### src/rtl/core/rpwa_pkg.sv
// Shared constants for the RC pulse-width averager.
// No dependencies; used by rc_pulse_width_averager_top.
`default_nettype none

package rpwa_pkg;

    // Field widths of the edge-event and result words
    localparam int unsigned CHANNEL_W = 2;
    localparam int unsigned TIME_W    = 32;
    localparam int unsigned SAMPLE_W  = 16;

    // Running sum holds up to 16 samples of 65535 without loss
    localparam int unsigned SUM_W     = 20;

    // Pin level codes
    localparam logic LEVEL_LOW  = 1'b0;
    localparam logic LEVEL_HIGH = 1'b1;

    // Largest pulse width; longer pulses saturate here
    localparam logic [SAMPLE_W-1:0] WIDTH_MAX = {SAMPLE_W{1'b1}};

endpackage

`default_nettype wire

### src/rtl/core/rpwa_ram.sv
// Generic single-write, single-read synchronous RAM with registered read data.
// No dependencies.
`default_nettype none

module rpwa_ram #(
    parameter int unsigned WIDTH  = 16,
    parameter int unsigned DEPTH  = 40,
    parameter int unsigned ADDR_W = (DEPTH > 1) ? $clog2(DEPTH) : 1
) (
    input  wire logic              clk,
    input  wire logic              wr_en,
    input  wire logic [ADDR_W-1:0] wr_addr,
    input  wire logic [WIDTH-1:0]  wr_data,
    input  wire logic              rd_en,
    input  wire logic [ADDR_W-1:0] rd_addr,
    output logic      [WIDTH-1:0]  rd_data
);

    logic [WIDTH-1:0] mem_reg [DEPTH];

    // Write port
    always_ff @(posedge clk)
    begin
        if (wr_en)
        begin
            mem_reg[wr_addr] <= wr_data;
        end
    end

    // Registered read port; data holds while rd_en is low
    always_ff @(posedge clk)
    begin
        if (rd_en)
        begin
            rd_data <= mem_reg[rd_addr];
        end
    end

endmodule

`default_nettype wire

### src/rtl/core/rc_pulse_width_averager_top.sv
// RC receiver PWM decoder: per-channel pulse width with a moving average.
// Depends on rpwa_pkg and rpwa_ram.
`default_nettype none

// Takes one pin-change word per cycle. A rising edge stores the channel's
// start time and gives no result; a falling edge measures the high time
// (wrapping 32-bit difference, saturated to 65535 us), replaces the oldest
// of the channel's WINDOW_LEN samples and returns the channel and the window
// sum divided by WINDOW_LEN. Each result passes through stage 1, stage 2 and
// the output stage. The sample store is one RAM of CHANNEL_COUNT *
// WINDOW_LEN entries, read in stage 0 and written back from stage 1; events
// back to back on the same entry are forwarded. A stall on the result side
// freezes the three-stage pipeline and stalls the input in the same cycle.
// Per-entry valid bits make every sample read as zero after reset; there is
// no clearing pass, so the block takes events right out of reset.
module rc_pulse_width_averager_top #(
    parameter int unsigned WINDOW_LEN    = 10,
    parameter int unsigned CHANNEL_COUNT = 4
) (
    input  wire logic                          clk,
    input  wire logic                          rst_n,
    input  wire logic                          in_valid,
    output logic                               in_stall,
    input  wire logic [rpwa_pkg::CHANNEL_W-1:0] channel_index,
    input  wire logic                          pin_level,
    input  wire logic [rpwa_pkg::TIME_W-1:0]   timestamp_us,
    output logic                               out_valid,
    input  wire logic                          out_stall,
    output logic      [rpwa_pkg::CHANNEL_W-1:0] out_channel,
    output logic      [rpwa_pkg::SAMPLE_W-1:0] average_width
);

    localparam int unsigned ENTRIES = CHANNEL_COUNT * WINDOW_LEN;
    localparam int unsigned ADDR_W  = (ENTRIES > 1) ? $clog2(ENTRIES) : 1;
    localparam int unsigned CH_W    = (CHANNEL_COUNT > 1) ? $clog2(CHANNEL_COUNT) : 1;
    localparam int unsigned POS_W   = (WINDOW_LEN > 1) ? $clog2(WINDOW_LEN) : 1;
    localparam logic [POS_W-1:0] POS_LAST = POS_W'(WINDOW_LEN - 1);

    // Reciprocal for the divide by WINDOW_LEN; exact for every SUM_W-bit sum
    localparam int unsigned DIV_SHIFT = rpwa_pkg::SUM_W + 5;
    localparam int unsigned RECIP_W   = DIV_SHIFT + 1;
    localparam longint unsigned RECIP_VAL =
        ((64'd1 << DIV_SHIFT) + 64'(WINDOW_LEN) - 64'd1) / 64'(WINDOW_LEN);
    localparam logic [RECIP_W-1:0] DIV_RECIP = RECIP_W'(RECIP_VAL);
    localparam int unsigned PROD_W = rpwa_pkg::SUM_W + RECIP_W;

    // Per-channel state
    logic [rpwa_pkg::TIME_W-1:0]   start_reg [CHANNEL_COUNT];
    logic [POS_W-1:0]              pos_reg   [CHANNEL_COUNT];
    logic [rpwa_pkg::SUM_W-1:0]    sum_reg   [CHANNEL_COUNT];
    logic [ENTRIES-1:0]            vld_reg;

    // Stage 1: sample read in flight
    logic                          s1_valid_reg;
    logic [CH_W-1:0]               s1_ch_reg;
    logic [rpwa_pkg::CHANNEL_W-1:0] s1_chan_reg;
    logic [ADDR_W-1:0]             s1_addr_reg;
    logic [rpwa_pkg::SAMPLE_W-1:0] s1_width_reg;
    logic                          s1_fwd_reg;
    logic [rpwa_pkg::SAMPLE_W-1:0] s1_fwd_data_reg;
    logic                          s1_old_vld_reg;

    // Stage 2: updated sum
    logic                          s2_valid_reg;
    logic [rpwa_pkg::CHANNEL_W-1:0] s2_chan_reg;
    logic [rpwa_pkg::SUM_W-1:0]    s2_sum_reg;

    // Output stage
    logic                          out_valid_reg;
    logic [rpwa_pkg::CHANNEL_W-1:0] out_channel_reg;
    logic [rpwa_pkg::SAMPLE_W-1:0] average_reg;

    logic                          advance;
    logic                          accept;
    logic                          ch_ok;
    logic                          is_fall;
    logic [CH_W-1:0]               ch_sel;
    logic [POS_W-1:0]              pos_cur;
    logic [POS_W-1:0]              pos_next;
    logic [rpwa_pkg::TIME_W-1:0]   diff;
    logic [rpwa_pkg::SAMPLE_W-1:0] width_sat;
    logic [ADDR_W-1:0]             rd_addr;
    logic                          fwd_next;
    logic [rpwa_pkg::SAMPLE_W-1:0] ram_rd_data;
    logic [rpwa_pkg::SAMPLE_W-1:0] old_sample;
    logic [rpwa_pkg::SUM_W-1:0]    sum_next;
    logic                          s1_write;
    logic [PROD_W-1:0]             product;

    // Pipeline moves unless a finished word is held at the output
    assign advance  = !(out_valid_reg && out_stall);
    assign in_stall = !advance;
    assign accept   = in_valid && advance;

    // Stage 0: decode, width, ring address
    assign ch_ok     = (32'(channel_index) < 32'(CHANNEL_COUNT));
    assign is_fall   = (pin_level == rpwa_pkg::LEVEL_LOW);
    assign ch_sel    = CH_W'(channel_index);
    assign pos_cur   = pos_reg[ch_sel];
    assign pos_next  = (pos_cur >= POS_LAST) ? '0 : POS_W'(pos_cur + 1'b1);
    assign diff      = timestamp_us - start_reg[ch_sel];
    assign width_sat = (|diff[rpwa_pkg::TIME_W-1:rpwa_pkg::SAMPLE_W]) ?
                       rpwa_pkg::WIDTH_MAX : diff[rpwa_pkg::SAMPLE_W-1:0];
    assign rd_addr   = ADDR_W'(32'(ch_sel) * 32'(WINDOW_LEN) + 32'(pos_cur));

    // Entry being written back by stage 1 this cycle is forwarded
    assign s1_write = s1_valid_reg && advance;
    assign fwd_next = s1_write && (s1_addr_reg == rd_addr);

    rpwa_ram #(
        .WIDTH (rpwa_pkg::SAMPLE_W),
        .DEPTH (ENTRIES),
        .ADDR_W(ADDR_W)
    ) u_samples (
        .clk    (clk),
        .wr_en  (s1_write),
        .wr_addr(s1_addr_reg),
        .wr_data(s1_width_reg),
        .rd_en  (advance),
        .rd_addr(rd_addr),
        .rd_data(ram_rd_data)
    );

    // Stage 1: oldest sample out, new one in
    always_comb
    begin
        if (s1_fwd_reg)
        begin
            old_sample = s1_fwd_data_reg;
        end
        else if (s1_old_vld_reg)
        begin
            old_sample = ram_rd_data;
        end
        else
        begin
            old_sample = '0;
        end
    end

    assign sum_next = sum_reg[s1_ch_reg]
                    - rpwa_pkg::SUM_W'(old_sample)
                    + rpwa_pkg::SUM_W'(s1_width_reg);

    // Divide by WINDOW_LEN through the reciprocal
    assign product = PROD_W'(s2_sum_reg) * PROD_W'(DIV_RECIP);

    // Control and per-channel state
    always_ff @(posedge clk or negedge rst_n)
    begin
        if (!rst_n)
        begin
            for (int i = 0; i < CHANNEL_COUNT; i++)
            begin
                start_reg[i] <= '0;
                pos_reg[i]   <= '0;
                sum_reg[i]   <= '0;
            end
            vld_reg       <= '0;
            s1_valid_reg  <= 1'b0;
            s2_valid_reg  <= 1'b0;
            out_valid_reg <= 1'b0;
        end
        else
        begin
            if (accept && ch_ok)
            begin
                if (is_fall)
                begin
                    pos_reg[ch_sel] <= pos_next;
                end
                else
                begin
                    start_reg[ch_sel] <= timestamp_us;
                end
            end
            if (s1_write)
            begin
                sum_reg[s1_ch_reg]   <= sum_next;
                vld_reg[s1_addr_reg] <= 1'b1;
            end
            if (advance)
            begin
                s1_valid_reg  <= accept && ch_ok && is_fall;
                s2_valid_reg  <= s1_valid_reg;
                out_valid_reg <= s2_valid_reg;
            end
        end
    end

    // Payload registers
    always_ff @(posedge clk)
    begin
        if (advance)
        begin
            s1_ch_reg       <= ch_sel;
            s1_chan_reg     <= channel_index;
            s1_addr_reg     <= rd_addr;
            s1_width_reg    <= width_sat;
            s1_fwd_reg      <= fwd_next;
            s1_fwd_data_reg <= s1_width_reg;
            s1_old_vld_reg  <= vld_reg[rd_addr];
            s2_chan_reg     <= s1_chan_reg;
            s2_sum_reg      <= sum_next;
            out_channel_reg <= s2_chan_reg;
            average_reg     <= product[DIV_SHIFT +: rpwa_pkg::SAMPLE_W];
        end
    end

    assign out_valid     = out_valid_reg;
    assign out_channel   = out_channel_reg;
    assign average_width = average_reg;

`ifndef SYNTHESIS
    // Rising edges and unknown channels never reach the sample pipeline
    assert property (@(posedge clk) disable iff (!rst_n)
        (accept && (!is_fall || !ch_ok)) |=> !s1_valid_reg)
        else $error("non-falling event entered the pipeline");

    // A falling edge carries its saturated width into stage 1
    assert property (@(posedge clk) disable iff (!rst_n)
        (accept && ch_ok && is_fall) |=> (s1_valid_reg && s1_width_reg == $past(width_sat)))
        else $error("falling edge lost or width corrupted");

    // Ring position of a live channel stays inside the window
    assert property (@(posedge clk) disable iff (!rst_n)
        ch_ok |-> (32'(pos_cur) < 32'(WINDOW_LEN)))
        else $error("ring position out of range");

    // A frozen pipeline keeps its stage-1 entry for the write-back
    assert property (@(posedge clk) disable iff (!rst_n)
        (!advance && s1_valid_reg) |=> (s1_valid_reg && $stable(s1_addr_reg)))
        else $error("stage 1 moved while stalled");

    // Forwarding only happens against a real write to the same entry
    assert property (@(posedge clk) disable iff (!rst_n)
        (accept && fwd_next) |-> (s1_valid_reg && s1_addr_reg == rd_addr))
        else $error("bad forward");
`endif

endmodule

`default_nettype wire

### config.mk
export PLATFORM = sky130hd
export DESIGN_NAME = rc_pulse_width_averager_top
export DESIGN_NICKNAME = d
export VERILOG_FILES = /design/src/rtl/core/rpwa_pkg.sv /design/src/rtl/core/rpwa_ram.sv /design/src/rtl/core/rc_pulse_width_averager_top.sv
export SDC_FILE = /design/constraint.sdc
export NUM_CORES = 2
export LEC_CHECK = 0
export BUFFER_PORTS_ARGS = -buffer_cell sky130_fd_sc_hd__clkbuf_2
export CORE_MARGIN = 2
export CORE_UTILIZATION = 45
export CTS_CLUSTER_SIZE = 30
export DETAILED_ROUTE_END_ITERATION = 6
export GPL_ROUTABILITY_DRIVEN = 0
export HOLD_SLACK_MARGIN = 0.08
export SLEW_MARGIN = 20
export SYNTH_ARGS = -nofsm -noshare
export SYNTH_HDL_FRONTEND = slang
export SYNTH_SLANG_ARGS = --single-unit
### constraint.sdc
create_clock -name clk -period 13.95 [get_ports clk]
set_input_delay 4.185 -clock clk [delete_from_list [all_inputs] [get_ports clk]]
set_output_delay 4.185 -clock clk [all_outputs]
set_load 0.02 [all_outputs]
* After elaboration in Yosys (flattened, before gate mapping) *
Memory sizes are Yosys's and may differ from the RTL's. A register that Yosys moved wholly into a read port is not among the register bits.
Cells that the tools add are included.
W data, S select, Z words.

operators by class
  div/mod/pow operators = 0
  multiply operators = 2
  bitwise gates (word level) = 4
  shift operators = 0
  eq/ne operators = 1
  reductions and logical operators = 13
  muxes and demuxes = 27
  order comparisons = 8
  $add $sub $neg = 5

operator list
  cell                      number
  $bwmux W128               1
  $mux W32                  3
  $bwmux W80                1
  $bmux W32 S2              1
  $demux W32 S2             1
  $mux W20                  3
  $bmux W20 S2              1
  $demux W20 S2             1
  $or A40 B40 Y40           1
  $mul A20 B20 Y39 const B  1
  $mux W16                  2
  $sub A32 B32 Y32          1
  $add A20 B16 Y20          1
  $sub A20 B16 Y20          1
  $bwmux W16                1
  $mux W4                   4
  $reduce_or A16 Y1         1
  $lt A6 B7 Y1 const B      2
  $bmux W4 S2               1
  $demux W4 S2              1
  $logic_and A1 B1 Y1       8
  $add A6 B4 Y6             1
  $bmux W1 S6               1
  $demux W1 S6              1
  12 further kinds          20

storage, ports and cells
  logic and storage cells = 87
  memory bits (read-only) = 0
  register bits after elaboration = 349
  output and inout bits = 20
  memories kept = 1
  memory bits (writable) = 640
  latch bits = 0

memory list
  name               depth  width  rd ports  clocked after memory_dff  wr ports  line            source
  u_samples.mem_reg  40     16     1         1                         1         rpwa_ram.sv:19  logic [WIDTH-1:0] mem_reg [DEPTH];

* Depth between registers and ports, before layout *
  depth after elaboration = 7
  depth in mapped cells = 24

* Modules after synthesis *
Synthesis repeated with hierarchy kept, for this count alone.

unflattened totals
  cell total of the unflattened synthesis = 3407
  area total of the unflattened synthesis = 50452.1 sq um

by module, submodules not included
  module                       seq. area each (sq um)  cells each  times used  area an instance (sq um)
  rpwa_ram                     19698.9                 1318        1           25794.7
  rc_pulse_width_averager_top  9143.8                  2089        1           24657.4

* Worst setup path after synthesis *
No wires, ideal clock.

  path kind = input to output
  start point = in out_stall
  end point = out in_stall
  stages on the path = 2
  slack = 2.780 ns
  data arrival time = 6.985 ns
  path through = nand2_1 inv_1

between the ends
  longest elaborated chain between the ends = 1

RTL lines
  what                 line                               source
  start: declaration   rc_pulse_width_averager_top.sv:28  input wire logic out_stall,
  $logic_and A1 B1 Y1  rc_pulse_width_averager_top.sv:91  assign advance = !(out_valid_reg && out_stall);
  end: declaration     rc_pulse_width_averager_top.sv:23  output logic in_stall,

Every way passes these cells.

* Final worst setup path *
Ends and elaborated chain as after synthesis.

==> summary.md <==
| Metric | Value |
|---|---|
| Clock tree skew after final layout | 32.4 ps |
| Number of clock sinks | 1005 |
| Fin. max-slew vios | 0 |
| Via/cell ratio | between 5 and 6 |
| Area delta synth->final | 11.4% |
| Worst-path maximum fanout | 43 |
| Clock latency on the worst-skew pair | around 690 ps |
| Hold Crit Class | reg -> reg |
| Distinct cells, synth | 83 |
| Unrepaired setup endpoints after global routing | false |
| EDFF count, synth | 738 |
| Antenna violations before repair | 6 |
| Total via count after detailed routing | 26576 |
| DRT Wirelength | between 100 and 150 mm |
| Overflow after GRT | 0 |
| FF/Latch Area | 28800 um2 |
| Total die area | 113000 um2 |
| Clk pin slew, worst setup/hold paths | 60 ps |
| Final worst-path cycle share | 0.661 |
| Vias in the first global route | between 20000 and 30000 |
| Critical Path Start Type | input pin |
| Share of layout cells above drive strength 1 | 0.249 |
| Pin count of the biggest net entering global routing | 102 |
| Placed wire-length estimate after detailed placement | around 70 mm |
| Clock root buffer | clkbuf_16 |
| Peak Freq | ~110 MHz |
| Number of buffers between clock root and the deepest sink | 3 |
| FFs w/ async S/R, synth | 0.266 |
| Remaining antenna violation count | 0 |
| Clock buffers created by TritonCTS | 105 |
| Cell Rows | 121 |
| Slew headroom | 0.256 |
| Wirelength per Cell | ~24 um |
| Max-capacitance violation count | 0 |
| Post-synthesis instance area | between 40000 and 50000 um2 |
| Fill cells | 8919 |
| Area used by multi-input combinational logic | 19000 um2 |
| Start-to-end type of the worst setup path | in -> out |
| Placed instance count | 4511 |
| Synthesized instance count | around 3100 |
| First-pass GRT wire length | 174 mm |
| Yosys reg bits | 1005 |
| Flip-flop cell with the highest count after synthesis | edfxtp_1 |
| Mean instance size in the synthesized netlist | between 15 and 20 um2 |
| Transition time of the tightest slew-check pin | 1120 ps |
| Final setup fails | 0 |
| Final cell count without fillers | 4708 |
| CP arrival | 5040 ps |
| Area of the core | 109000 um2 |
| Overall die height | roughly 340 um |
| CTS tree | done |
| Worst Slack Setup Final | ~4700 ps |
| Initial cell density of the core | 0.454 |
| Setup crit end kind | output port |
| Pre-CTS worst setup slack | approximately 4700 ps |
| Count of warnings emitted by yosys | 0 |
| Required time worst endpoint | between 9000 and 10000 ps |
| Number of flip-flops in the largest register | 640 |
| Die X-Extent | between 300 and 400 um |
| Number of optimization iterations in the first detailed-route pass | 5 |
| Final Hold Slack | roughly 430 ps |
| I/O pin count | 59 |
| NumNets Final | between 3000 and 4000 |
| Initial drt markers | 1968 |
| Number of hold-slack violations in the final timing report | 0 |
| Result of the run | complete, no violations |
| Postcts setup bufs | 0 |
| Post-Syn Nets | 3517 |
| Count of buffers from port buffering | 58 |
| Sequential share of the synthesized area | 0.584 |
| Number of hold-repair buffers added at the cts stage | 0 |
| Post-CTS Resized | 0 |
| H-tree levels | 3 |
| GRT Resource Usage Total | 0.206 |
| Total negative slack | 0 ps |
| DRC viols | 0 |
| Minimum clock period after layout | about 9000 ps |
-- logic make-up (layout without fill, tap and decap cells) --
group / after synthesis / after routing / synth area share
xor+xnor: 79 / 79 / 0.0140
buf+inv: 409 / 626 / 0.0334
simple gates: 439 / 439 / 0.0442
fa+ha+maj: 402 / 402 / 0.124
mux: 440 / 440 / 0.159
other cells: 0 / 1 / 0
flops: 1005 / 1005 / 0.584
compound gates: 302 / 302 / 0.0412
-- per-layer routing --
metal	global-route usage	vias to the layer above	wire length, um
met2	0.354	618	56700
met1	0.275	14041	48300
li1	-	11756	-
met3	0.0285	159	4920
met4	0.0565	2	2940
met5	0	-	16
-- stage by stage --
stage	utilization	cell area [um2]
floorplan	-	49400
global placement	0.475	51700
detailed placement	0.475	51700
CTS	0.505	55000
global route	0.506	55100
finish	0.506	55100
-- cells in the final DEF, fill, tap and decap left out, types with 32 or more instances in the layout --
cell / netlist / final
o21ai_0: 63 / 63
buf_4: 8 / 78
mux4_2: 260 / 259
edfxtp_1: 738 / 738
ha_1: 254 / 253
mux2_2: 173 / 173
clkbuf_1: 80 / 32
clkbuf_2: 0 / 56
xor2_1: 39 / 37
nand2_1: 158 / 157
inv_1: 290 / 290
xnor2_1: 40 / 40
clkbuf_16: 0 / 108
fa_1: 148 / 147
a21o_1: 38 / 38
a21oi_1: 59 / 59
nor2_1: 91 / 75
dfrtp_1: 267 / 267
or2_2: 45 / 45
-- worst paths after layout --
path	cells past startpoint	end	start	slack, ps
hold / removal	0	out_channel[0]	s2_chan_reg[0]	430
max in group asynchronous	2	sum_reg[74]	rst_n	9080
min in group asynchronous	1	start_reg[84]	rst_n	3520
setup / recovery	4	in_stall	out_stall	4730
setup reg to reg	22	average_width[15]	s2_sum_reg[10]	6710
hold reg to reg	0	out_channel[0]	s2_chan_reg[0]	430
-- area by class of cell --
class                   instances  area share
repair buffers                140      0.0171
clock inverters                46     0.00755
inverters                     291      0.0198
multi-input cells            1662       0.346
well taps                    1414      0.0321
flip-flops and latches       1005       0.524
diodes                          1   0.0000455
clock buffers                 149      0.0535
-- critical path: stages --
cell and delay [ps]:
clkbuf_2 100, nand2_4 410, inv_1 150, clkbuf_2 190
-- Yosys cell counts, types with 13 or more instances --
master / count / share of area
buf_2: 17 / 0.0017
nand3_1: 29 / 0.0029
or2_2: 45 / 0.0057
ha_1: 254 / 0.064
a22o_1: 13 / 0.0023
nor2_1: 91 / 0.0069
a21o_1: 38 / 0.0058
a31oi_1: 24 / 0.0030
mux2_2: 173 / 0.039
dfrtp_1: 267 / 0.14
nor2b_1: 28 / 0.0035
fa_1: 148 / 0.060
edfxtp_1: 738 / 0.45
a211oi_1: 21 / 0.0032
a21oi_1: 59 / 0.0060
xnor2_1: 40 / 0.0071
clkbuf_1: 80 / 0.0061
xor2_1: 39 / 0.0069
o21ai_0: 63 / 0.0064
mux4_2: 260 / 0.12
nand2_1: 158 / 0.012
inv_1: 290 / 0.022
Power is left out: the tool's default activity adds up to more than one toggle a clock period on the data nets, which glitch-free logic cannot reach.
